**src/hdl/bpf_queue.sv**
```systemverilog
// Two-entry queue between the front end and the vertex generator.
module bpf_queue #(
  parameter int W = 8
) (
  input  logic         clk,
  input  logic         rst_n,
  input  logic         wr_valid,
  output logic         wr_ready,
  input  logic [W-1:0] wr_data,
  output logic         rd_valid,
  input  logic         rd_ready,
  output logic [W-1:0] rd_data
);

  logic [W-1:0] mem_r [2];
  logic         wr_ptr_r, rd_ptr_r;
  logic [1:0]   count_r;
  logic         do_wr, do_rd;

  assign wr_ready = (count_r != 2'd2);
  assign rd_valid = (count_r != 2'd0);
  assign rd_data  = mem_r[rd_ptr_r];
  assign do_wr    = wr_valid && wr_ready;
  assign do_rd    = rd_valid && rd_ready;

  always_ff @(posedge clk) begin
    if (!rst_n) begin
      wr_ptr_r <= 1'b0;
      rd_ptr_r <= 1'b0;
      count_r  <= 2'd0;
    end else begin
      if (do_wr) wr_ptr_r <= !wr_ptr_r;
      if (do_rd) rd_ptr_r <= !rd_ptr_r;
      case ({do_wr, do_rd})
        2'b10:   count_r <= count_r + 2'd1;
        2'b01:   count_r <= count_r - 2'd1;
        default: count_r <= count_r;
      endcase
    end
  end

  always_ff @(posedge clk) begin
    if (do_wr) mem_r[wr_ptr_r] <= wr_data;
  end

endmodule

```
**config.mk**
```make
export PLATFORM = sky130hd
export DESIGN_NAME = bpf_queue
export DESIGN_NICKNAME = d
export VERILOG_FILES = /design/src/hdl/bpf_queue.sv
export SDC_FILE = /design/constraint.sdc
export NUM_CORES = 1
export LEC_CHECK = 0
export BUFFER_PORTS_ARGS = -buffer_cell sky130_fd_sc_hd__buf_4
export CORE_ASPECT_RATIO = 0.8
export CORE_MARGIN = 2
export CORE_UTILIZATION = 40
export CTS_CLUSTER_SIZE = 12
export DETAILED_ROUTE_END_ITERATION = 10
export GPL_ROUTABILITY_DRIVEN = 0
export PLACE_DENSITY = 0.65
export SYNTH_ARGS = -nofsm -noshare
export SYNTH_HDL_FRONTEND = slang
export SYNTH_SLANG_ARGS = --single-unit
```
**constraint.sdc**
```tcl
create_clock -name clk -period 1.4 [get_ports clk]
set_input_delay 0.21 -clock clk [delete_from_list [all_inputs] [get_ports clk]]
set_output_delay 0.21 -clock clk [all_outputs]
set_load 0.01 [all_outputs]
```
* Yosys cells after proc, flatten, opt, wreduce, memory -nomap -nowiden *
Memories as Yosys holds them, arrays and structs flattened. A register that Yosys moved wholly into a read port is not among the register bits.
Cells that the tools add are included.
Widths: inputs -> output; s select.

word-level totals
  bits in writable memories = 16
  logic and storage cells = 20
  memories kept = 1
  register bits after elaboration = 4

cells by class
  eq/ne operators = 3
  add/sub/neg operators = 2
  muxes and demuxes = 5
  reductions and logical operators = 6

memory list
  name   depth  width  read ports  clocked after Yosys merged registers in  write ports  line  source
  mem_r  2      8      1           1                                        1            15    logic [W-1:0] mem_r [2];

operator list
  kind                 number
  $mux 1               4
  $pmux 2 s2           1
  $reduce_bool 2->1    2
  $add 2x1->2 const B  1
  $eq 2x1->1 const B   1
  $eq 2x2->1 const B   1
  $logic_and 1x1->1    2
  $logic_not 1->1      2
  $ne 2x2->1 const B   1
  $sub 2x1->2 const B  1

* Depth between registers and ports, before layout *
  depth in word-level cells = 4
  depth in mapped cells = 6
  mapped depth without buffers = 6

* Worst setup path after synthesis *
OpenSTA, ideal clock, no wires.

  path type = reg-to-reg
  from = reg count_r[0]
  to = reg count_r[1]
  buffers on the path = 0
  cell stages (with the launch flop) = 6
  library setup time = 70 ps
  arrival time = 1464 ps
  path slack = -134 ps
  clock period less this slack = 1534 ps
  data required time = 1330 ps
  cells stage by stage = dfxtp_1 > nand2b_1 > nand2_1 > ha_1 > or3_1 > a21oi_1

between the ends
  word-level cells in the longest chain between the ends = 4
  elaborated cells between the ends (all ways) = 10
  those cells by class = add/sub: 2; eq/ne: 3; mux: 1; reduce/logical: 4

RTL lines
  item                                                    line  source
  from (decl)                                             17    logic [1:0] count_r;
  from (signal assigned)                                  35    2'b10: count_r <= count_r + 2'd1;
  from (signal assigned)                                  36    2'b01: count_r <= count_r - 2'd1;
  from (signal assigned)                                  37    default: count_r <= count_r;
  $ne 2x2->1 *                                            20    assign wr_ready = (count_r != 2'd2);
  net wr_ready                                            8     output logic wr_ready,
  $logic_and 1x1->1 *                                     23    assign do_wr = wr_valid && wr_ready;
  $eq 2x1->1 / $eq 2x2->1 (equally long branches)         34    case ({do_wr, do_rd})
  $pmux 2 s2 / $reduce_bool 2->1 (equally long branches)  --

Mark *: on every way through the listed nets, which the timed path passes. The rest lies on a longest branch.
A chain may end at the register's enable or synchronous reset.

* Worst setup path in the final report *
  from = reg count_r[0]
  to = reg count_r[1]

between the ends
  word-level cells in the longest chain between the ends = 4
  elaborated cells between the ends (all ways) = 10
  those cells by class = add/sub: 2; eq/ne: 3; mux: 1; reduce/logical: 4

RTL lines
  item                                                    line
  $ne 2x2->1 / $reduce_bool 2->1 (equally long branches)  20, 21
  $logic_and 1x1->1, on equally long branches             23, 24
  $eq 2x1->1 / $eq 2x2->1 (equally long branches)         34
  $pmux 2 s2 / $reduce_bool 2->1 (equally long branches)  --

Parallel ways exist; a longest one is shown, timed or not.

==> summary.txt <==
Detailed routing
  – Vias: 478
  – WL/cell: 12.5 um
  – DR pass1 iterations: 4
  – DRT antenna net count: 0
  – Drt via density: 4.69
  – DRT Wirelength: 1270 um
  – Initial DRC Count: 5
  – DRC Markers: 0

Synth
  – Mux contribution to synthesized area: 0.112
  – Post-synthesis sequential area ratio: 0.724
  – Main combinational cell family by area after synthesis: multiplexers
  – Cells after Synth: 50
  – Syn_area_per_cell: 16.0 um^2
  – Complex-gate fraction of the synthesized area: 0.0406
  – Synth unique cells: 19
  – Ys Warns: 0
  – Syn Nets: 63
  – Mapped cell area: 802 um^2
  – Adder-cell share of the synthesized area: 0.0156
  – Post-Synth Simple-Gate Area: 0.0593
  – XOR/XNOR Fraction of Synth Area: 0.0328
  – FF+latch count, synth: 21

Power and ir drop
  – Total Power: 0.00209 W
  – Power per standard cell area: 1830 mW/mm^2
  – Sw power: 0.000607 W
  – Clock network power share: 0.137
  – Sw Share: 0.290
  – Pint: 0.00149 W
  – Gate power share: 0.415
  – Max rail drop VDD: 1.16 mV
  – Sequential Power Share: 0.448
  – Leak: 0.465 nW

Placement
  – # port buffers: 21
  – Placed insts: 95
  – Placed Area: 0.00101 mm^2
  – DPL Wire Length: 826 um

Die
  – Core area: 0.00189 mm^2
  – IO Count: 22
  – FP Rows: 14
  – Starting Density: 0.424
  – Die ar.: 0.00238 mm^2
  – Die Ht: 44.1 um
  – Chip width: 54.1 um

Clock tree
  – CTS Buffer Depth: 2
  – Clk root buf: clkbuf_4
  – Cts hold-fix bufs: 0
  – Clock H-tree levels: 1
  – Clk Latency, worst-skew pair: 0.30 ns
  – TritonCTS clock tree: built
  – Clk sinks: 21
  – Clock transition at path regs: 0.12 ns
  – Num CTS Buffers: 3

Worst setup path
  – Startpoint Class: register
  – WP data arrival: 1.66 ns
  – WP data required: 1.63 ns
  – Reg2reg start: count_r[0]
  – Worst reg2reg endpoint: count_r[1]
  – Register-to-Register Path Depth: 5
  – Element type at the critical path end: register
  – R2r setup slk: -0.03 ns
  – CP Max Fanout: 5
  – Crit path kind: reg -> reg

Final layout
  – Area growth, synth to finish: 42.7%
  – Commonest non-fill, non-tap cell in the layout: buf_4
  – Layout cells sized above 1: 0.603
  – ANT cells: 0
  – Final #Nets: 92
  – Filler cells: 145
  – Layout Cell Area excl Fill: 0.00114 mm^2
  – Final core occ: 0.605
  – Final std cells w/o fill: 102
  – Commonest cells after routing, fill and taps aside: buf_4 (17), edfxtp_1 (16), mux2_4 (8), buf_6 (8)

Timing
  – Actual slew at the worst max-slew pin: 0.384 ns
  – Worst relative slew slack: 0.744
  – Final Hold Fails: 0
  – RSZ-0062 raised after global routing: yes
  – Fmax: 700 MHz
  – Clk_skew: 0.00823 ns
  – Final min period: 1.43 ns
  – # setup viols final: 9
  – Final Max Slew Viols: 0
  – Tcrit/Tclk final: 1.02
  – Final setup margin: -0.0278 ns

Min path
  – Min-delay src: wr_data[0]
  – Worst min path class: in -> reg
  – Hold endpoint: mem_r[1][0]
  – Min-Delay Path Depth: 1

Global routing
  – Vias in the first global route: 437
  – Initial antenna violation count: 0
  – Largest net degree at the start of global routing: 13
  – Grt total ovfl: 0
  – Total global-route track usage: 0.113
  – First-pass GRT wire length: 1840 um

Outcome
  – Failing checks: setup timing
  – Status: complete, but fails checks

Flow run
  – Max_cap viols: 0
stage by stage:
step	TNS (ns)	hold WS (ns)	worst slack, ns
6_report	-0.171	0.0814	-0.0278
4_1_cts	-0.242	0.0741	-0.0349
3_5_place_dp	0	0.397	0.00189
3_3_place_gp	0	0.396	0.0255
2_1_floorplan	0	0.309	0.0471
5_1_grt	-0.649	0.0543	-0.0869
routing by layer:
| layer | GRT usage | vias to the layer above | share of wire | wire length [um] |
|---|---|---|---|---|
| li1 | - | 239 | - | - |
| met1 | 0.127 | 223 | 0.40 | 511 |
| met2 | 0.188 | 16 | 0.52 | 666 |
| met3 | 0.0608 | 0 | 0.075 | 96 |
| met4 | 0.0300 | 0 | 0 | 0 |
| met5 | 0 | - | 0 | 0 |
flip-flops by register name, indices dropped and copies added (netlist names), named ones only:
signal and count:
count_r 2, mem_r 16, rd_ptr_r 1, wr_ptr_r 1
repair_timing:
item / in CTS / in global routing
pin swaps: 3 / 1
setup endpoints to repair: 9 / 9
setup buffers: 2 / 1
gates resized for setup: 22 / 2
power groups by stage:
| stage | registers (W) | logic, W | clock network (W) |
|---|---|---|---|
| CTS | 0.000935 | 0.000826 | 0.000295 |
| finish | 0.000938 | 0.000869 | 0.000286 |
| floorplan | 0.000868 | 0.000447 | 0 |
| global route | 0.000956 | 0.000938 | 0.000326 |
| detailed placement | 0.000918 | 0.000664 | 0 |
| global placement | 0.000912 | 0.000657 | 0 |
worst max-delay path: stages, from the launching register on:
cell and delay (ns):
dfxtp_4 0.38, nand2b_4 0.14, nand2_2 0.07, ha_4 0.24
or3_4 0.39, a21oi_2 0.13
kinds of logic (layout without fill, tap and decap cells):
family                     count (synthesis)  after routing
muxes                                      8              8
AOI/OAI and AO/OA                          5              5
DFF                                       21             21
buffers and inverters                      3             31
xor gates and xnor gates                   3              3
adders and majority gates                  1              1
and+or+nand+nor                            9              9
worst max-delay path by stage:
stage	slack [ns]	from	endpoint
after floorplan	0.05	count_r[1]	count_r[1]
after global placement	0.03	count_r[0]	count_r[1]
after detailed placement	0.002	count_r[0]	count_r[1]
after CTS	-0.03	register	rd_data[7]
after global routing	-0.09	count_r[0]	count_r[1]
final	-0.03	count_r[0]	count_r[1]
area by class of cell:
cell class,instances,area (um^2),share of cell area
clock inverters,1,5.00,0.00437
repair buffers,25,218,0.190
multi-input cells,26,270,0.236
clock buffers,3,22.5,0.0197
well taps,24,30.0,0.0262
inverters,2,7.51,0.00656
flip-flops and latches,21,592,0.517
Yosys cell counts:
library cell,count,share of area
edfxtp_1,16,0.60
ha_1,1,0.016
nor2_1,3,0.014
nand3b_1,1,0.0094
and3_1,1,0.0078
xnor2_1,2,0.022
dfxtp_1,5,0.12
mux2_2,8,0.11
nand2b_1,1,0.0078
o21ai_0,1,0.0062
a21oi_1,2,0.012
or2_2,1,0.0078
a21bo_2,1,0.012
buf_2,1,0.0062
nand2_1,1,0.0047
inv_1,2,0.0094
xor2_1,1,0.011
o21a_1,1,0.0094
or3_1,1,0.0078
No activity file was read; power rests on OpenSTA's default activity.
