<file path="config.mk">
export PLATFORM = sky130hd
export DESIGN_NAME = bpf_front
export DESIGN_NICKNAME = d
export VERILOG_FILES = /design/src/hdl/bpf_pkg.sv /design/src/hdl/bpf_front.sv
export SDC_FILE = /design/constraint.sdc
export NUM_CORES = 2
export LEC_CHECK = 0
export ABC_AREA = 1
export BUFFER_PORTS_ARGS = -buffer_cell sky130_fd_sc_hd__buf_2
export CORE_MARGIN = 3
export CORE_UTILIZATION = 59
export CTS_BUF_LIST = sky130_fd_sc_hd__clkbuf_8
export DETAILED_ROUTE_END_ITERATION = 10
export HOLD_SLACK_MARGIN = 0.03
export PLACE_DENSITY = 0.8
export SETUP_SLACK_MARGIN = 0.4
export SYNTH_ARGS = -nofsm -noshare
export SYNTH_HDL_FRONTEND = slang
export SYNTH_SLANG_ARGS = --single-unit
</file>
<file path="constraint.sdc">
create_clock -name clk -period 12.4 [get_ports clk]
set_input_delay 3.72 -clock clk [delete_from_list [all_inputs] [get_ports clk]]
set_output_delay 3.72 -clock clk [all_outputs]
set_load 0.03 [all_outputs]
</file>
<file path="src/hdl/bpf_pkg.sv">
// Shared types and constants for the path flattener.
package bpf_pkg;

  localparam int COORD_W  = 16;
  localparam int FLAT_W   = 16;
  localparam int DIFF_W   = 37;
  localparam int LHS_W    = 20;
  localparam int LHS_SAT  = 1 << 19;
  localparam int DIV_BITS = 17;
  localparam int FLAT_RST = 4;

  typedef enum logic [1:0] {
    CMD_MOVE  = 2'd0,
    CMD_LINE  = 2'd1,
    CMD_QUAD  = 2'd2,
    CMD_CUBIC = 2'd3
  } cmd_t;

  typedef struct packed {
    cmd_t                       cmd;
    logic                       lead;
    logic signed [COORD_W-1:0]  p0x;
    logic signed [COORD_W-1:0]  p0y;
    logic signed [COORD_W-1:0]  c1x;
    logic signed [COORD_W-1:0]  c1y;
    logic signed [COORD_W-1:0]  c2x;
    logic signed [COORD_W-1:0]  c2y;
    logic signed [COORD_W-1:0]  ex;
    logic signed [COORD_W-1:0]  ey;
  } entry_t;

endpackage

</file>
<file path="src/hdl/bpf_front.sv">
// Front end: takes commands, tracks the pen and picks the segment count.
module bpf_front #(
  parameter int MAX_SEGMENTS = 32,
  parameter int NW = $clog2(MAX_SEGMENTS + 1)
) (
  input  logic                           clk,
  input  logic                           rst_n,
  input  logic                           cfg_wr_en,
  input  logic [bpf_pkg::FLAT_W-1:0]     cfg_wr_data,
  input  logic                           in_tvalid,
  output logic                           in_tready,
  input  logic [95:0]                    in_tdata,
  input  logic [1:0]                     in_tuser,
  output logic                           push_valid,
  input  logic                           push_ready,
  output bpf_pkg::entry_t                push_entry,
  output logic [NW-1:0]                  push_n
);

  typedef enum logic [5:0] {
    F_IDLE = 6'b000001,
    F_DA   = 6'b000010,
    F_DB   = 6'b000100,
    F_SA   = 6'b001000,
    F_SB   = 6'b010000,
    F_PUSH = 6'b100000
  } fstate_t;

  fstate_t                          state_r, state_nxt;
  logic [bpf_pkg::FLAT_W-1:0]       flat_r;
  logic signed [15:0]               pen_x_r, pen_y_r;
  logic                             open_r;
  bpf_pkg::entry_t                  ent_r;
  logic [bpf_pkg::DIFF_W-1:0]       d2_r;
  logic [bpf_pkg::LHS_W-1:0]        lhs_r;
  logic [NW-1:0]                    n_r;
  logic [2*NW-1:0]                  nsq_r;

  logic signed [15:0]               ax, bx, cx, ay, by, cy;
  logic signed [17:0]               dx, dy;
  logic [bpf_pkg::DIFF_W-1:0]       dsq;
  logic [bpf_pkg::FLAT_W-1:0]       fl;
  logic [bpf_pkg::FLAT_W+2*NW+2:0]  lhs_raw;
  logic [2*bpf_pkg::LHS_W-1:0]      lhs_sq;
  logic                             accept;
  bpf_pkg::cmd_t                    in_cmd;

  assign in_tready  = (state_r == F_IDLE);
  assign accept     = in_tvalid && in_tready;
  assign in_cmd     = bpf_pkg::cmd_t'(in_tuser);
  assign push_valid = (state_r == F_PUSH);
  assign push_entry = ent_r;
  assign push_n     = n_r;

  // One second difference per cycle; the cubic takes its two in turn.
  always_comb begin
    if (state_r == F_DB) begin
      ax = ent_r.c1x; bx = ent_r.c2x; cx = ent_r.ex;
      ay = ent_r.c1y; by = ent_r.c2y; cy = ent_r.ey;
    end else begin
      ax = ent_r.p0x; bx = ent_r.c1x;
      ay = ent_r.p0y; by = ent_r.c1y;
      cx = (ent_r.cmd == bpf_pkg::CMD_CUBIC) ? ent_r.c2x : ent_r.ex;
      cy = (ent_r.cmd == bpf_pkg::CMD_CUBIC) ? ent_r.c2y : ent_r.ey;
    end
    dx  = 18'(ax) - (18'(bx) <<< 1) + 18'(cx);
    dy  = 18'(ay) - (18'(by) <<< 1) + 18'(cy);
    dsq = bpf_pkg::DIFF_W'(unsigned'(36'(dx) * 36'(dx))) +
          bpf_pkg::DIFF_W'(unsigned'(36'(dy) * 36'(dy)));
  end

  always_comb begin
    fl      = (flat_r == '0) ? bpf_pkg::FLAT_W'(1) : flat_r;
    lhs_raw = (($bits(lhs_raw))'(fl) * ($bits(lhs_raw))'(nsq_r)) << 3;
    lhs_sq  = lhs_r * lhs_r;
  end

  always_comb begin
    state_nxt = state_r;
    case (state_r)
      F_IDLE: begin
        if (accept) begin
          if (in_cmd == bpf_pkg::CMD_MOVE || in_cmd == bpf_pkg::CMD_LINE) begin
            state_nxt = F_PUSH;
          end else begin
            state_nxt = F_DA;
          end
        end
      end
      F_DA:   state_nxt = (ent_r.cmd == bpf_pkg::CMD_CUBIC) ? F_DB : F_SA;
      F_DB:   state_nxt = F_SA;
      F_SA:   state_nxt = F_SB;
      F_SB: begin
        if ((lhs_sq >= (2*bpf_pkg::LHS_W)'(d2_r)) || (n_r == NW'(MAX_SEGMENTS))) begin
          state_nxt = F_PUSH;
        end else begin
          state_nxt = F_SA;
        end
      end
      F_PUSH: if (push_ready) state_nxt = F_IDLE;
      default: state_nxt = F_IDLE;
    endcase
  end

  always_ff @(posedge clk) begin
    if (!rst_n) begin
      state_r <= F_IDLE;
      flat_r  <= bpf_pkg::FLAT_W'(bpf_pkg::FLAT_RST);
      pen_x_r <= '0;
      pen_y_r <= '0;
      open_r  <= 1'b0;
    end else begin
      state_r <= state_nxt;
      if (cfg_wr_en) flat_r <= cfg_wr_data;
      if (accept) begin
        pen_x_r <= in_tdata[79:64];
        pen_y_r <= in_tdata[95:80];
        open_r  <= 1'b1;
      end
    end
  end

  always_ff @(posedge clk) begin
    case (state_r)
      F_IDLE: begin
        if (accept) begin
          ent_r.cmd  <= in_cmd;
          ent_r.lead <= !open_r && (in_cmd != bpf_pkg::CMD_MOVE);
          ent_r.p0x  <= pen_x_r;
          ent_r.p0y  <= pen_y_r;
          ent_r.c1x  <= in_tdata[15:0];
          ent_r.c1y  <= in_tdata[31:16];
          ent_r.c2x  <= in_tdata[47:32];
          ent_r.c2y  <= in_tdata[63:48];
          ent_r.ex   <= in_tdata[79:64];
          ent_r.ey   <= in_tdata[95:80];
          n_r        <= NW'(1);
          nsq_r      <= (2*NW)'(1);
        end
      end
      F_DA: d2_r <= dsq;
      F_DB: if (dsq > d2_r) d2_r <= dsq;
      F_SA: begin
        if (lhs_raw > ($bits(lhs_raw))'(bpf_pkg::LHS_SAT)) begin
          lhs_r <= bpf_pkg::LHS_W'(bpf_pkg::LHS_SAT);
        end else begin
          lhs_r <= lhs_raw[bpf_pkg::LHS_W-1:0];
        end
      end
      F_SB: begin
        if (state_nxt == F_SA) begin
          n_r   <= n_r + NW'(1);
          nsq_r <= nsq_r + ((2*NW)'(n_r) << 1) + (2*NW)'(1);
        end
      end
      default: ;
    endcase
  end

endmodule

</file>
== Word level (Yosys, flattened, before mapping) ==
Cells that the tools add are included.

* Flip-flop bits (word level): 261
* Output and inout bits: 139
* Bits of input ports: 119

* Add/sub/neg operators: 8
* Multiplexer cells: 23
* $mul: 4
* Equality and inequality tests: 13
* Reductions and logical operators: 13
* Magnitude comparators: 3

{| class="wikitable"
|+ Operator list
! operator !! count
|-
| two-way mux 16 bit || 9
|-
| one-hot mux 37 bit (2 select lines) || 1
|-
| multiplier 18 x 18 -> 36 bit || 2
|-
| >= comparator 40 x 37 -> 1 bit || 1
|-
| multiplier 20 x 20 -> 40 bit || 1
|-
| adder 36 x 36 -> 37 bit || 1
|-
| greater-than comparator 37 bit || 1
|-
| two-way mux 37 bit || 1
|-
| adder 18 x 16 -> 18 bit || 2
|-
| two-way mux 6 bit || 6
|-
| one-hot mux 6 bit (6 select lines) || 1
|-
| subtractor 16 x 17 -> 18 bit || 2
|-
| greater-than comparator 31 x 20 -> 1 bit, second input constant || 1
|-
| multiplier 16 x 12 -> 28 bit || 1
|-
| two-way mux 12 bit || 2
|-
| one-hot mux 12 bit (2 select lines) || 1
|-
| logical NOT 16 bit || 1
|-
| adder 12 x 1 -> 12 bit, second input constant || 1
|-
| adder 12 x 7 -> 12 bit || 1
|-
| == test 6 x 4 -> 1 bit, second input constant || 2
|-
| == test 6 bit, second input constant || 2
|-
| one-hot mux 6 bit (2 select lines) || 1
|-
| adder 6 x 1 -> 6 bit, second input constant || 1
|-
| == test 6 x 1 -> 1 bit, second input constant || 1
|-
| 15 further kinds || 21
|}

== Logic depth before layout (Yosys ltp) ==
* Depth in word-level cells: 9
* Depth in mapped cells: 66
* Depth with buffers taken out: 63

== Least setup slack after synthesis ==
Ideal clock, no wire load.

* Path kind: flip-flop to flip-flop
* From: reg state_r[5]
* To: reg d2_r[0] in the netlist's numbering, enable pin
* Setup time: 0.512 ns
* Setup slack: 0.366 ns
* Cell stages (with the launch flop): 58
* Required time: 11.888 ns
* Arrival time: 11.522 ns
* Cell sequence: dfxtp_1 > nor2_1 > inv_1 > nor4_4 > clkinv_1 > nand3_1 > buf_2 > buf_2 > nand2_1 > o21ai_0 > inv_1 > fa_1 > inv_1 > ha_1 > a21oi_1 > o31ai_2 > a31oi_1 > xor2_1 > (+22 left out) > ha_1 > nand2_1 > nor2_1 > inv_1 > nor2_1 > a221oi_1 > o21ai_0 > nand2_1 > nand2_1 > xor2_1 > ha_1 > nand2_1 > nor2_1 > nand4_1 > nor4_1 > nand3_1 > nand3_1 > nand2_1

* Cells in the longest elaborated chain, start to end: 9

{| class="wikitable"
|+ RTL lines
! item !! RTL line !! text
|-
| from (decl) || bpf_front.sv:29 || <nowiki>fstate_t state_r, state_nxt;</nowiki>
|-
| from (signal assigned) || bpf_front.sv:113 || <nowiki>state_r <= state_nxt;</nowiki>
|-
| == test 6 x 3 -> 1 bit (*) || bpf_front.sv:57 || <nowiki>if (state_r == F_DB) begin</nowiki>
|-
| two-way mux 16 bit || bpf_front.sv:57 ||
|-
| subtractor 16 x 17 -> 18 bit, on equally long branches || bpf_front.sv:66, bpf_front.sv:67 ||
|-
| adder 18 x 16 -> 18 bit, on equally long branches || bpf_front.sv:66, bpf_front.sv:67 ||
|-
| multiplier 18 x 18 -> 36 bit, on equally long branches || bpf_front.sv:68, bpf_front.sv:69 ||
|-
| adder 36 x 36 -> 37 bit (*) || bpf_front.sv:68 || <nowiki>dsq = bpf_pkg::DIFF_W'(unsigned'(36'(dx) * 36'(dx))) +</nowiki>
|-
| via dsq, one bit || bpf_front.sv:41 || <nowiki>logic [bpf_pkg::DIFF_W-1:0] dsq;</nowiki>
|-
| greater-than comparator 37 bit (*) || bpf_front.sv:142 || <nowiki>F_DB: if (dsq > d2_r) d2_r <= dsq;</nowiki>
|-
| inequality test 2 x 1 -> 1 bit (no line) (*) || - ||
|-
| AND reduction 2 bit (no line) (*) || - ||
|-
| to (signal assigned) || bpf_front.sv:141 || <nowiki>F_DA: d2_r <= dsq;</nowiki>
|-
| to (signal assigned) || bpf_front.sv:142 ||
|-
| to (decl) || bpf_front.sv:34 || <nowiki>logic [bpf_pkg::DIFF_W-1:0] d2_r;</nowiki>
|}

Mark *: on every way through the listed nets, which the timed path passes. The rest lies on a longest branch.
A chain may end at the register's enable or synchronous reset.

== Worst setup path after layout ==
* From: reg state_r[4]
* To: reg d2_r[16] in the netlist's numbering, enable pin

The elaborated chain is that of the path after synthesis.

==> reports/qor.yml <==
cts-buffers-inserted: 43
critPathKind: "register to register"
drc_errors: 0
vias_per_cell: 5.411
ys.warnings.count: 0
syn_avg_cell_area_um2: 8.757
rows: 108
postLayoutCellArea_um2: 58300
crit_path_start_kind: "register"
die_w_um: 303.0
syn_to_final_growth_pct: 12.02
syn-num-nets: 7586
status: "finished clean"
relSlewSlack_pct: 33.28
cts_sinks: 258
timing.fmax_mhz: 85.79
portBuffers: 257
dpl_cell_area_um2: 54740
placed_cells: 7281
synth_edf_count: 203
max_cap_viol_count: 0
wl_per_cell_um: 17.66
crit_required_ps: 12810
worstPathArrival_ps: 12070
vias: 40250
async_flop_share_pct: 0
ys_ff_latch: 258
start_util_pct: 59.71
fin_cells: 7438
grt_max_degree: 87
ios: 258
final_common_cell: "inv_1"
fillers: 6706
hold_viol: 0
rsz0062_at_grt: "false"
overflow: 0
min_period_over_period_pct: 94.00
syn_inst: 5943
place_ws_ps: -164.1
track_usage_pct: 28.43
die_area_um2: 91810
clkLatencyLatePin_ps: 710
grt_pass1_wl_um: 209500
synth_area_um2: 52040
critPathCaptureType: "register"
dp_hpwl_um: 106200
slowest_stage: "fa_2"
yosysSeqAreaShare_pct: 13.83
antenna_found_initial: 4
finalHoldWorstSlack_ps: 370.4
core_um2: 87160
hold_path_class: "register to register"
synth_ff_type: "edfxtp_1"
fin_ws_ps: 743.5
tritoncts: "built"
first_iter_violations: 2892
layout_common_cells: "inv_1, fa_1, nand2_1"
dieHeight_um: 303.0
antenna_left: 0
setup_violations: 0
gp_congestion: 0.9920
slowest_delay_ps: 730
drv_slew: 0
wl_um: 131400
worst-path-max-fanout: 8
drive_above_1_share_pct: 13.63
clk_path_buf_depth: 3
fin_skew_ps: 74.22
nNetsFinal: 7890
drtPass1Iterations: 6
root_buffer: "clkbuf_8"
grt_pass1_vias: 42330
clkTransAtPathRegs_ps: 60
worstMarginPinSlew_ps: 1001
htreeDepth: 2
yosysUniqueCellTypes: 62
layout_min_cycle_time_ps: 11660
critPathMostFrequentCell: "fa_1"
## what timing repair did
item                       4_1_cts  5_1_grt
setup endpoints to repair       37       37
cloned                           0        9
hold buffers                     0        0
resized for setup               54      369
buffers inserted                 5       62
pin swaps                        6      113
## layout make-up
type	instances	area (um^2)	share of cell area, %
Antenna cell	2	5.005	0.008585
Clock buffer	45	619.3	1.062
Clock inverter	34	311.5	0.5344
Inverter	1604	6032	10.35
Multi-Input combinational cell	3932	39970	68.56
Sequential cell	258	7201	12.35
Tap cell	1155	1445	2.479
Timing Repair Buffer	408	2714	4.655
## per-layer routing
| layer | wire [um] | track usage [%] | part of all wire [%] |
|---|---|---|---|
| met4 | 5123 | 8.553 | 3.9 |
| met1 | 51460 | 37.52 | 39 |
| met3 | 10920 | 5.445 | 8.3 |
| met2 | 63840 | 47.85 | 49 |
| met5 | 22 | 0 | 0.017 |
## sequential cells by signal, indices dropped and copies added (netlist names)
register / count
d2_r: 37
open_r: 1
nsq_r: 12
flat_r: 16
lhs_r: 17
pen_y_r: 16
state_r: 6
pen_x_r: 16
push_entry: 131
push_n: 6
## final timing paths
path                            slack (ps)  cells past startpoint         endpoint       start
worst max register to register         740                     53         d2_r[16]  state_r[4]
worst min register to register         370                      0  push_entry[103]  pen_y_r[7]
worst min-delay path                   370                      0  push_entry[103]  pen_y_r[7]
worst max-delay path                   740                     53         d2_r[16]  state_r[4]
## critical path: cells and delay by family (launching register included)
family          cells  cell delay (ps)
xor+xnor            1              240
buf+inv             9             1090
flops               1              350
mux                 1              250
simple gates       22             2800
fa+ha+maj          11             5000
compound gates      9             1660
## cell families after synthesis
group / after synthesis / synth area share, %
mux: 38 / 0.7549
flops: 258 / 13.83
compound gates: 579 / 6.155
buf+inv: 1753 / 12.82
xor+xnor: 196 / 3.400
simple gates: 1595 / 12.53
fa+ha+maj: 1524 / 50.52
## through the flow
stage | util (%) | setup TNS [ps]
floorplan | - | 0
global placement | 62.81 | 0
detailed placement | 62.81 | -5956
CTS | 64.18 | 0
global route | 66.88 | 0
finish | 66.88 | 0
## synthesized netlist by cell type (17+ instances only)
library cell,number,area [um^2]
inv_1,1585,5949
o21bai_1,18,135.1
o21ai_0,210,1051
dfxtp_1,55,1101
nor2_1,516,1937
a21oi_1,259,1296
nor3_1,29,145.1
fa_1,962,19260
xor2_1,110,963.4
xnor2_1,79,691.9
edfxtp_1,203,6096
or2_2,25,156.4
nand4_1,31,193.9
nand3_1,89,445.4
nand2_1,843,3164
ha_1,562,7032
o21a_1,17,127.6
mux2i_1,28,280.3
clkbuf_1,112,420.4
buf_2,21,105.1
Power is not shown: default switching activity piles up to over one toggle a cycle in this logic, so the estimate is an artifact.
